**src/rtl/srect_pkg.sv**
```systemverilog
// Shared types, widths and sign helpers for the segment/rectangle hit pipeline.
// No dependencies; every rtl module imports this package.
package srect_pkg;

    localparam int COORD_WIDTH = 16;
    localparam int DIFF_WIDTH  = COORD_WIDTH + 1;
    localparam int PROD_WIDTH  = 2 * DIFF_WIDTH;
    localparam int CROSS_WIDTH = PROD_WIDTH + 1;
    localparam int NUM_STAGES  = 4;
    localparam int CNT_WIDTH   = $clog2(NUM_STAGES + 1);

    typedef logic signed [COORD_WIDTH-1:0] coord_t;
    typedef logic signed [DIFF_WIDTH-1:0]  diff_t;
    typedef logic signed [PROD_WIDTH-1:0]  prod_t;
    typedef logic signed [CROSS_WIDTH-1:0] cross_t;

    // Sign as two flags; both low means zero
    typedef struct packed {
        logic pos;
        logic neg;
    } sign_t;

    // Raw request fields
    typedef struct packed {
        coord_t sx;
        coord_t sy;
        coord_t ex;
        coord_t ey;
        coord_t ax;
        coord_t ay;
        coord_t bx;
        coord_t by;
    } in_t;

    // After stage 1: differences, extents, edge-line side tests
    typedef struct packed {
        diff_t      dx;
        diff_t      dy;
        diff_t      cxa;
        diff_t      cxb;
        diff_t      cya;
        diff_t      cyb;
        logic [3:0] side_ok;
        coord_t     ax;
        coord_t     ay;
        coord_t     bx;
        coord_t     by;
        coord_t     sx;
        coord_t     sy;
        coord_t     xlo;
        coord_t     xhi;
        coord_t     ylo;
        coord_t     yhi;
        coord_t     sxlo;
        coord_t     sxhi;
        coord_t     sylo;
        coord_t     syhi;
    } s1_t;

    // After stage 2: partial products, box overlap, inside flag
    typedef struct packed {
        prod_t      p_dx_cya;
        prod_t      p_dx_cyb;
        prod_t      p_dy_cxa;
        prod_t      p_dy_cxb;
        logic [3:0] side_ok;
        logic [3:0] box_ok;
        logic       start_in;
    } s2_t;

    // After stage 3: segment cross product against each corner
    typedef struct packed {
        cross_t [3:0] corner_cross;
        logic [3:0]   side_ok;
        logic [3:0]   box_ok;
        logic         start_in;
    } s3_t;

    function automatic coord_t min2(coord_t a, coord_t b);
        return (a < b) ? a : b;
    endfunction

    function automatic coord_t max2(coord_t a, coord_t b);
        return (a > b) ? a : b;
    endfunction

    // Sign of a - b
    function automatic sign_t cmp_sign(coord_t a, coord_t b);
        sign_t s;
        s.pos = (a > b);
        s.neg = (a < b);
        return s;
    endfunction

    function automatic sign_t sign_mul(sign_t a, sign_t b);
        sign_t s;
        s.pos = (a.pos && b.pos) || (a.neg && b.neg);
        s.neg = (a.pos && b.neg) || (a.neg && b.pos);
        return s;
    endfunction

    // True when the product of the two signs is <= 0
    function automatic logic straddle(sign_t a, sign_t b);
        return !((a.pos && b.pos) || (a.neg && b.neg));
    endfunction

    function automatic sign_t cross_sign(cross_t c);
        sign_t s;
        s.neg = c[CROSS_WIDTH-1];
        s.pos = !c[CROSS_WIDTH-1] && (c != '0);
        return s;
    endfunction

endpackage

```
**src/rtl/srect_prep.sv**
```systemverilog
// Stage 1: coordinate differences, extents and edge-line side tests.
// Depends on srect_pkg.
module srect_prep import srect_pkg::*;
(
    input  logic clk,
    input  logic rst_n,
    input  logic in_valid,
    output logic in_ready,
    input  in_t  in_data,
    output logic out_valid,
    input  logic out_ready,
    output s1_t  out_data
);

    logic valid_reg;
    s1_t  data_reg;
    s1_t  data_next;

    assign in_ready  = !valid_reg || out_ready;
    assign out_valid = valid_reg;
    assign out_data  = data_reg;

    // Differences and extents
    always_comb
    begin
        sign_t c0;
        sign_t c1;
        sign_t c2;
        sign_t c3;
        data_next.dx  = DIFF_WIDTH'(in_data.ex) - DIFF_WIDTH'(in_data.sx);
        data_next.dy  = DIFF_WIDTH'(in_data.ey) - DIFF_WIDTH'(in_data.sy);
        data_next.cxa = DIFF_WIDTH'(in_data.ax) - DIFF_WIDTH'(in_data.sx);
        data_next.cxb = DIFF_WIDTH'(in_data.bx) - DIFF_WIDTH'(in_data.sx);
        data_next.cya = DIFF_WIDTH'(in_data.ay) - DIFF_WIDTH'(in_data.sy);
        data_next.cyb = DIFF_WIDTH'(in_data.by) - DIFF_WIDTH'(in_data.sy);
        data_next.ax   = in_data.ax;
        data_next.ay   = in_data.ay;
        data_next.bx   = in_data.bx;
        data_next.by   = in_data.by;
        data_next.sx   = in_data.sx;
        data_next.sy   = in_data.sy;
        data_next.xlo  = min2(in_data.ax, in_data.bx);
        data_next.xhi  = max2(in_data.ax, in_data.bx);
        data_next.ylo  = min2(in_data.ay, in_data.by);
        data_next.yhi  = max2(in_data.ay, in_data.by);
        data_next.sxlo = min2(in_data.sx, in_data.ex);
        data_next.sxhi = max2(in_data.sx, in_data.ex);
        data_next.sylo = min2(in_data.sy, in_data.ey);
        data_next.syhi = max2(in_data.sy, in_data.ey);

        // Edges are axis aligned, so each endpoint's orientation against an
        // edge is the edge direction sign times one coordinate compare.
        // A sign flip common to both endpoints cancels in the product.
        c0 = cmp_sign(in_data.by, in_data.ay);
        c1 = cmp_sign(in_data.bx, in_data.ax);
        c2 = cmp_sign(in_data.ay, in_data.by);
        c3 = cmp_sign(in_data.ax, in_data.bx);
        data_next.side_ok[0] = straddle(sign_mul(c0, cmp_sign(in_data.sx, in_data.ax)),
                                        sign_mul(c0, cmp_sign(in_data.ex, in_data.ax)));
        data_next.side_ok[1] = straddle(sign_mul(c1, cmp_sign(in_data.sy, in_data.by)),
                                        sign_mul(c1, cmp_sign(in_data.ey, in_data.by)));
        data_next.side_ok[2] = straddle(sign_mul(c2, cmp_sign(in_data.sx, in_data.bx)),
                                        sign_mul(c2, cmp_sign(in_data.ex, in_data.bx)));
        data_next.side_ok[3] = straddle(sign_mul(c3, cmp_sign(in_data.sy, in_data.ay)),
                                        sign_mul(c3, cmp_sign(in_data.ey, in_data.ay)));
    end

    always_ff @(posedge clk or negedge rst_n)
    begin
        if (!rst_n)
            valid_reg <= 1'b0;
        else if (in_ready)
            valid_reg <= in_valid;
    end

    always_ff @(posedge clk)
    begin
        if (in_valid && in_ready)
            data_reg <= data_next;
    end

endmodule

```
**src/rtl/srect_mult.sv**
```systemverilog
// Stage 2: the four segment-by-corner partial products, edge box overlap
// and the strict inside test. Depends on srect_pkg.
module srect_mult import srect_pkg::*;
(
    input  logic clk,
    input  logic rst_n,
    input  logic in_valid,
    output logic in_ready,
    input  s1_t  in_data,
    output logic out_valid,
    input  logic out_ready,
    output s2_t  out_data
);

    logic valid_reg;
    s2_t  data_reg;
    s2_t  data_next;

    assign in_ready  = !valid_reg || out_ready;
    assign out_valid = valid_reg;
    assign out_data  = data_reg;

    always_comb
    begin
        coord_t elo_x [4];
        coord_t ehi_x [4];
        coord_t elo_y [4];
        coord_t ehi_y [4];
        // 17 x 17 signed products, operands sign-extended to the product width
        data_next.p_dx_cya = PROD_WIDTH'(in_data.dx) * PROD_WIDTH'(in_data.cya);
        data_next.p_dx_cyb = PROD_WIDTH'(in_data.dx) * PROD_WIDTH'(in_data.cyb);
        data_next.p_dy_cxa = PROD_WIDTH'(in_data.dy) * PROD_WIDTH'(in_data.cxa);
        data_next.p_dy_cxb = PROD_WIDTH'(in_data.dy) * PROD_WIDTH'(in_data.cxb);
        data_next.side_ok  = in_data.side_ok;

        // Edge extents: left, top, right, bottom as the corners walk round
        elo_x[0] = in_data.ax;  ehi_x[0] = in_data.ax;
        elo_y[0] = in_data.ylo; ehi_y[0] = in_data.yhi;
        elo_x[1] = in_data.xlo; ehi_x[1] = in_data.xhi;
        elo_y[1] = in_data.by;  ehi_y[1] = in_data.by;
        elo_x[2] = in_data.bx;  ehi_x[2] = in_data.bx;
        elo_y[2] = in_data.ylo; ehi_y[2] = in_data.yhi;
        elo_x[3] = in_data.xlo; ehi_x[3] = in_data.xhi;
        elo_y[3] = in_data.ay;  ehi_y[3] = in_data.ay;
        for (int k = 0; k < 4; k++)
        begin
            data_next.box_ok[k] = !(elo_x[k] > in_data.sxhi || elo_y[k] > in_data.syhi ||
                                    in_data.sxlo > ehi_x[k] || in_data.sylo > ehi_y[k]);
        end

        data_next.start_in = (in_data.xlo < in_data.sx) && (in_data.xhi > in_data.sx) &&
                             (in_data.ylo < in_data.sy) && (in_data.yhi > in_data.sy);
    end

    always_ff @(posedge clk or negedge rst_n)
    begin
        if (!rst_n)
            valid_reg <= 1'b0;
        else if (in_ready)
            valid_reg <= in_valid;
    end

    always_ff @(posedge clk)
    begin
        if (in_valid && in_ready)
            data_reg <= data_next;
    end

endmodule

```
**src/rtl/srect_cross.sv**
```systemverilog
// Stage 3: cross product of the segment direction with each corner offset.
// Depends on srect_pkg.
module srect_cross import srect_pkg::*;
(
    input  logic clk,
    input  logic rst_n,
    input  logic in_valid,
    output logic in_ready,
    input  s2_t  in_data,
    output logic out_valid,
    input  logic out_ready,
    output s3_t  out_data
);

    logic valid_reg;
    s3_t  data_reg;
    s3_t  data_next;

    assign in_ready  = !valid_reg || out_ready;
    assign out_valid = valid_reg;
    assign out_data  = data_reg;

    // Corners in order A, (Ax,By), B, (Bx,Ay)
    always_comb
    begin
        data_next.corner_cross[0] = CROSS_WIDTH'(in_data.p_dx_cya)
                                  - CROSS_WIDTH'(in_data.p_dy_cxa);
        data_next.corner_cross[1] = CROSS_WIDTH'(in_data.p_dx_cyb)
                                  - CROSS_WIDTH'(in_data.p_dy_cxa);
        data_next.corner_cross[2] = CROSS_WIDTH'(in_data.p_dx_cyb)
                                  - CROSS_WIDTH'(in_data.p_dy_cxb);
        data_next.corner_cross[3] = CROSS_WIDTH'(in_data.p_dx_cya)
                                  - CROSS_WIDTH'(in_data.p_dy_cxb);
        data_next.side_ok  = in_data.side_ok;
        data_next.box_ok   = in_data.box_ok;
        data_next.start_in = in_data.start_in;
    end

    always_ff @(posedge clk or negedge rst_n)
    begin
        if (!rst_n)
            valid_reg <= 1'b0;
        else if (in_ready)
            valid_reg <= in_valid;
    end

    always_ff @(posedge clk)
    begin
        if (in_valid && in_ready)
            data_reg <= data_next;
    end

endmodule

```
**src/rtl/segment_rectangle_intersect.sv**
```systemverilog
// Top level: segment versus axis-aligned rectangle hit test, four stages.
// Depends on srect_pkg, srect_prep, srect_mult, srect_cross.
//
//   channel   handshake             payload
//   -------   -------------------   ------------------------------------------
//   in        in_valid / in_ready   seg_start_*, seg_end_*, corner_a_*, corner_b_*
//   out       out_valid / out_ready hit
//
// One request per cycle while out_ready is high; each result is offered on out
// after its request passes through four registers (stage 1 differences, stage 2
// multipliers, stage 3 cross subtract, stage 4 sign decode and hit register).
// Each stage holds its own valid bit, so an empty stage takes a request even
// while the output waits; with out_ready low and all stages full, in_ready drops.
// Reset clears the valid bits and the in-flight count only.
module segment_rectangle_intersect import srect_pkg::*;
(
    input  logic   clk,
    input  logic   rst_n,
    input  logic   in_valid,
    output logic   in_ready,
    input  coord_t seg_start_x,
    input  coord_t seg_start_y,
    input  coord_t seg_end_x,
    input  coord_t seg_end_y,
    input  coord_t corner_a_x,
    input  coord_t corner_a_y,
    input  coord_t corner_b_x,
    input  coord_t corner_b_y,
    output logic   out_valid,
    input  logic   out_ready,
    output logic   hit
);

    in_t  req;
    s1_t  s1_data;
    s2_t  s2_data;
    s3_t  s3_data;
    logic s1_valid;
    logic s1_ready;
    logic s2_valid;
    logic s2_ready;
    logic s3_valid;
    logic s3_ready;

    logic out_valid_reg;
    logic hit_reg;
    logic hit_next;

    logic [CNT_WIDTH-1:0] flight_cnt_reg;
    logic [CNT_WIDTH-1:0] flight_cnt_next;

    assign req.sx = seg_start_x;
    assign req.sy = seg_start_y;
    assign req.ex = seg_end_x;
    assign req.ey = seg_end_y;
    assign req.ax = corner_a_x;
    assign req.ay = corner_a_y;
    assign req.bx = corner_b_x;
    assign req.by = corner_b_y;

    srect_prep u_prep
    (
        .clk       (clk),
        .rst_n     (rst_n),
        .in_valid  (in_valid),
        .in_ready  (in_ready),
        .in_data   (req),
        .out_valid (s1_valid),
        .out_ready (s1_ready),
        .out_data  (s1_data)
    );

    srect_mult u_mult
    (
        .clk       (clk),
        .rst_n     (rst_n),
        .in_valid  (s1_valid),
        .in_ready  (s1_ready),
        .in_data   (s1_data),
        .out_valid (s2_valid),
        .out_ready (s2_ready),
        .out_data  (s2_data)
    );

    srect_cross u_cross
    (
        .clk       (clk),
        .rst_n     (rst_n),
        .in_valid  (s2_valid),
        .in_ready  (s2_ready),
        .in_data   (s2_data),
        .out_valid (s3_valid),
        .out_ready (s3_ready),
        .out_data  (s3_data)
    );

    // Stage 4: edge k spans corners k and k+1
    always_comb
    begin
        sign_t o [4];
        hit_next = s3_data.start_in;
        for (int k = 0; k < 4; k++)
        begin
            o[k] = cross_sign(s3_data.corner_cross[k]);
        end
        for (int k = 0; k < 4; k++)
        begin
            if (s3_data.box_ok[k] && s3_data.side_ok[k] && straddle(o[k], o[(k + 1) % 4]))
                hit_next = 1'b1;
        end
    end

    assign s3_ready  = !out_valid_reg || out_ready;
    assign out_valid = out_valid_reg;
    assign hit       = hit_reg;

    always_ff @(posedge clk or negedge rst_n)
    begin
        if (!rst_n)
            out_valid_reg <= 1'b0;
        else if (s3_ready)
            out_valid_reg <= s3_valid;
    end

    always_ff @(posedge clk)
    begin
        if (s3_valid && s3_ready)
            hit_reg <= hit_next;
    end

    // Requests in flight, for checking the valid bits
    always_comb
    begin
        flight_cnt_next = flight_cnt_reg;
        if (in_valid && in_ready)
            flight_cnt_next = flight_cnt_next + CNT_WIDTH'(1);
        if (out_valid && out_ready)
            flight_cnt_next = flight_cnt_next - CNT_WIDTH'(1);
    end

    always_ff @(posedge clk or negedge rst_n)
    begin
        if (!rst_n)
            flight_cnt_reg <= '0;
        else
            flight_cnt_reg <= flight_cnt_next;
    end

    // Every request in flight sits in exactly one stage
    a_flight_matches_valids: assert property (@(posedge clk) disable iff (!rst_n)
        flight_cnt_reg == CNT_WIDTH'($countones({s1_valid, s2_valid, s3_valid, out_valid})))
        else $error("in-flight count does not match stage valid bits");

    // No backpressure downstream means the pipe never stalls the input
    a_no_stall_when_drained: assert property (@(posedge clk) disable iff (!rst_n)
        out_ready |-> in_ready)
        else $error("input stalled while output is ready");

    // A finished stage 3 item moves to the output when it is free
    a_stage3_advances: assert property (@(posedge clk) disable iff (!rst_n)
        (s3_valid && out_ready) |=> out_valid)
        else $error("stage 3 item lost on its way to the output");

    // An accepted request lands in stage 1
    a_accept_lands: assert property (@(posedge clk) disable iff (!rst_n)
        (in_valid && in_ready) |=> s1_valid)
        else $error("accepted request not captured by stage 1");

endmodule
```
**config.mk**
```make
export PLATFORM = sky130hd
export DESIGN_NAME = segment_rectangle_intersect
export DESIGN_NICKNAME = d
export VERILOG_FILES = /design/src/rtl/srect_pkg.sv /design/src/rtl/srect_prep.sv /design/src/rtl/srect_mult.sv /design/src/rtl/srect_cross.sv /design/src/rtl/segment_rectangle_intersect.sv
export SDC_FILE = /design/constraint.sdc
export NUM_CORES = 2
export LEC_CHECK = 0
export BUFFER_PORTS_ARGS = -buffer_cell sky130_fd_sc_hd__buf_2
export CAP_MARGIN = 0
export CORE_MARGIN = 1
export CORE_UTILIZATION = 25
export DETAILED_ROUTE_END_ITERATION = 8
export SETUP_SLACK_MARGIN = 0.2
export SLEW_MARGIN = 20
export SYNTH_ARGS = -nofsm -noshare
export SYNTH_HDL_FRONTEND = slang
export SYNTH_SLANG_ARGS = --single-unit
```
**constraint.sdc**
```tcl
create_clock -name clk -period 8.8 [get_ports clk]
set_clock_uncertainty 0.1 [all_clocks]
set_input_delay 2.64 -clock clk [delete_from_list [all_inputs] [get_ports clk]]
set_output_delay 2.64 -clock clk [all_outputs]
set_load 0.02 [all_outputs]
```
Word-level counts from Yosys, hierarchy flattened:

Cells that the tools add are included.
Widths: inputs -> output; s select.

* memories: 0
* bits in read-only memories: 0
* bits in latches: 0
* memory bits (writable): 0
* flip-flop bits (word level): 629
* output and inout port bits: 3

* multiply operators: 4
* magnitude comparators: 44
* shifts and indexed selects: 0
* add/sub/neg operators: 10
* equal/unequal tests: 0
* reductions and logical operators: 132
* div/mod/pow operators: 0
* muxes and demuxes: 8
* bitwise operators: 0

Operator list (number)
* $gt 16x16->1: 28
* $lt 16x16->1: 16
* $reduce_bool 35->1: 4
* $sub 34x34->35: 4
* $mul 17x17->34: 4
* $mux 16: 8
* $sub 16x16->17: 6
* $logic_and 1x1->1: 67
* $logic_or 1x1->1: 40
* $logic_not 1->1: 20
* $reduce_or 4->1: 1

Longest topological paths before layout:

* depth in word-level cells: 7
* mapped depth: 26

Cells and area by module:

From an unflattened synthesis, not the netlist that was laid out.

* cells, all modules: 8559
* area total of the unflattened synthesis: 84858.9 sq um

By module, submodules not included
* srect_mult: sequential area each 4379.2 sq um, times used 1, cells each 5657, area an instance 53568.9 sq um
* srect_prep: sequential area each 9934.5 sq um, times used 1, cells each 1569, area an instance 18712.9 sq um
* srect_cross: sequential area each 4499.3 sq um, times used 1, cells each 1255, area an instance 12034.0 sq um
* segment_rectangle_intersect: sequential area each 55.1 sq um, times used 1, cells each 78, area an instance 543.0 sq um

Worst setup path before layout:

No wires, ideal clock.

* path kind: input port to flip-flop
* from: input out_ready
* to: register u_prep.data_reg (netlist bit u_prep.out_data[0]), enable pin
* path buffers: 0
* required time: 7968 ps
* stages: 3
* library setup time: 732 ps
* arrival time: 10464 ps
* slack: -2496 ps
* cell sequence: nor2b_1 > nand4_1 > and2_1

* longest elaborated chain between the ends: 5

Ends and longest elaborated chain
* from (decl): RTL line segment_rectangle_intersect.sv:30 `input logic out_ready,`
* $logic_or 1x1->1: RTL line segment_rectangle_intersect.sv:113 `assign s3_ready = !out_valid_reg || out_ready;`
* $logic_or 1x1->1: RTL line srect_cross.sv:19 `assign in_ready = !valid_reg || out_ready;`
* $logic_or 1x1->1: RTL line srect_mult.sv:19 `assign in_ready = !valid_reg || out_ready;`
* $logic_or 1x1->1: RTL line srect_prep.sv:19 `assign in_ready = !valid_reg || out_ready;`
* via in_ready: RTL line segment_rectangle_intersect.sv:20 `output logic in_ready,`
* $logic_and 1x1->1: RTL line srect_prep.sv:78 `if (in_valid && in_ready)`
* to (signal assigned): RTL line srect_prep.sv:79 `data_reg <= data_next;`
* to (decl): RTL line srect_prep.sv:16 `s1_t data_reg;`

The timed path passes the listed nets, and every way through them passes these cells.
A chain may end at the register's enable or synchronous reset.

==> key figures <==
Yosys
  • Yosys top cell area share: 28.6%
  • Syn_area_per_cell: 9.96 um^2
  • Largest cells by area after synthesis: fa_1, edfxtp_1, ha_1
  • Count of different cell masters after synthesis: 84
  • Mapped Area: 0.0834 mm^2
  • Top_reg_cell synth: edfxtp_1
  • Synthesis-stage register bit count: 629
  • Synthesized instance count: 8376
  • Share of flip-flops with an asynchronous set or reset: 0.636%
  • Sequential fraction of the synthesis area: 22.6%
  • Post-synth EDFFs: 625
  • Biggest area consumer among synthesized cells: fa_1
  • Ys Warns: 0
  • Mapped Nets: 10600

Die
  • Die area: 0.336 mm^2
  • Core footprint: 0.331 mm^2
  • Die Span Y: 580 um
  • Boundary Pins: 135
  • Effective utilization at floorplan: 25.2%
  • Row Count: 211
  • Die Wd: 580 um

Critical path
  • Sequence of cells on the critical path: buf_4 -> nand2_1 -> fa_1 -> fa_1 -> fa_1 -> fa_1 -> inv_1 -> fa_1 -> inv_1 -> fa_1 -> inv_1 -> ha_1 -> a21oi_1 -> nand2b_1 -> nor2b_1 -> o211ai_1 -> a211oi_1 -> or3_1 -> a31oi_1 -> o41ai_1 -> o21bai_1 -> a21oi_1 -> xnor2_1
  • Critical Path Sink Type: flip-flop
  • Critical Path AT: 8.00 ns
  • Maximum fanout along the worst path: 22
  • CP max-delay cell: edfxtp_1
  • CP Buf/Inv Count: 4
  • Max incr delay on CP: 0.96 ns
  • Delay-heaviest family, CP: adder cells
  • CP Class: reg -> reg
  • Required time worst endpoint: 9.13 ns
  • Cell mode on critical path: fa_1
  • CP Launch Type: flip-flop

Placed design
  • Port Buf Inserts: 134
  • Placed Instances: 12700
  • Routability congestion estimate: 0.881
  • Final HPWL from detailed placement: 187 mm

Global routing
  • GRT Resource Usage Total: 13.4%
  • Vias in the first global route: 60000
  • Met3 Track Usage GR: 1.15%
  • First-pass GRT wire length: 351 mm
  • Overflow after GRT: 0
  • GR Util met2: 22.9%
  • Met1 usage: 17.7%
  • Pin count of the biggest net entering global routing: 146
  • GRT busiest layer: met2
  • Initial antenna violation count: 7

Clock network
  • Setup bufs post-CTS: 0
  • Latest clock arrival within the worst-skew pair: 0.71 ns
  • CTS H-tree depth: 3
  • Post-cts sizing count: 0
  • CTS root buf: clkbuf_16
  • Clock buffer depth: 3
  • CTS Sinks: 629
  • CTS Hold Bufs: 0
  • CTS tree: done
  • Cts bufs inserted: 80
  • CTS clk-pin slew, worst paths: 0.06 ns

Routing
  • Via Count: 58500
  • Starting DRT DRC Count: 3995
  • Drt wl/cell: 17.5 um
  • Iteration count of the initial detailed-routing pass: 5
  • DR vias/cell: 4.54
  • # DRC: 0
  • Routed WL: 225 mm
  • Post-route ant nets: 0

STA
  • Minimum clock period: 7.67 ns
  • Hold slack: 0.316 ns
  • Max transition margin: 6.91%
  • Worst-margin pin slew: 1.38 ns
  • Max-slew violations: 0
  • RSZ-0062 raised after global routing: false
  • Final setup violation count: 0
  • Tcrit/Tclk final: 87.1%
  • F_max: 0.130 GHz
  • Endpoints failing hold: 0
  • Setup TNS: 0 ns

Flow run
  • Max Cap Violations: 0

Final layout
  • Layout cells sized above 1: 4.70%
  • Final std cells w/o fill: 12900
  • # nets final: 10700
  • Layout area overhead: 10.5%
  • Max reg flops: 330

Status
  • Outcome: finished, final reports clean

Hold path
  • HP Class: reg -> reg
cell usage after synthesis (all sizes together) (8+ instances only):
cell type,count
and3,31
xor2,84
o21a,84
a2111oi,9
o211ai,18
a31oi,24
mux2,37
o22ai,8
and2,583
nand2,747
o21ai,293
nor2,272
nor2b,106
clkbuf,200
a21o,171
nor3,61
a211oi,23
or3,11
a221oi,12
o31a,14
ha,928
or4,10
o2111ai,9
edfxtp,625
nand3,73
mux2i,46
nor4,50
o21bai,34
xnor2,232
buf,9
a21boi,40
a21oi,334
fa,1194
nand4,99
inv,1683
nand2b,103
o31ai,17
a211o,9
and4,20
worst paths after layout:
path,slack [ns],endpoint,from,cells after the start
worst min-delay path,0.32,u_mult.out_data[5],u_prep.out_data[224],0
worst max register to register,1.13,u_mult.out_data[76],u_prep.out_data[303],23
worst max-delay path,1.13,u_mult.out_data[76],u_prep.out_data[303],23
max in group asynchronous,6.83,u_cross.out_valid,rst_n,1
worst min register to register,0.32,u_mult.out_data[5],u_prep.out_data[224],0
min in group asynchronous,1.64,out_valid,rst_n,1
cell usage in the layout (no fill, tap or decap), drive strengths merged, types with 90 or more instances in the layout:
cell type  instances
clkbuf            90
a21o             171
fa              1194
edfxtp           625
nor2             272
nor2b            106
ha               928
xnor2            232
a21oi            334
o21ai            293
nand4             99
inv             1686
nand2b           103
nand2            747
and2             583
buf              201
worst reg2reg max path: cells and delay by family (launching register included):
kind / cells / cell delay [ns]
adder cells (fa/ha/maj): 7 / 3.31
AO/OA/AOI/OAI: 7 / 1.78
flip-flops: 1 / 0.96
AND/OR/NAND/NOR: 4 / 0.74
buffers and inverters: 4 / 0.47
XOR/XNOR: 1 / 0.08
area by class of cell:
type | instances | area [um^2]
Multi-Input combinational cell | 5855 | 57500
Antenna cell | 3 | 7.51
Fill cell | 34900 | 239000
Sequential cell | 629 | 18900
Tap cell | 4366 | 5460
Timing Repair Buffer | 201 | 1200
Clock buffer | 90 | 2060
Inverter | 1683 | 6320
Clock inverter | 59 | 791
layer usage:
metal	wire (um)	share of wire, %	up-vias
met1	98400	44	29500
li1	-	-	27300
met4	7430	3.3	0
met2	109000	48	1499
met5	0	0	-
met3	10500	4.7	278
per-stage QoR:
step | cell area (um^2) | utilization (%) | worst slack [ns]
4_1_cts | 92200 | 27.8 | 1.19
3_3_place_gp | 89300 | 27.0 | 1.35
3_5_place_dp | 89300 | 27.0 | 1.22
6_report | 92200 | 27.8 | 1.13
2_1_floorplan | 83400 | - | 1.20
5_1_grt | 92200 | 27.8 | 0.764
cells by family (layout without fill, tap and decap cells):
group	after synthesis	in the layout	share of synthesized area (%)
XOR/XNOR	316	316	3.32
AO/OA/AOI/OAI	1149	1149	8.69
buffers and inverters	1892	2033	8.52
other	0	3	0
multiplexers	83	83	1.05
flip-flops	629	629	22.6
AND/OR/NAND/NOR	2185	2185	13.2
adder cells (fa/ha/maj)	2122	2122	42.6
Power is left out: the tool's default activity adds up to more than one toggle a clock period on the data nets, which glitch-free logic cannot reach.
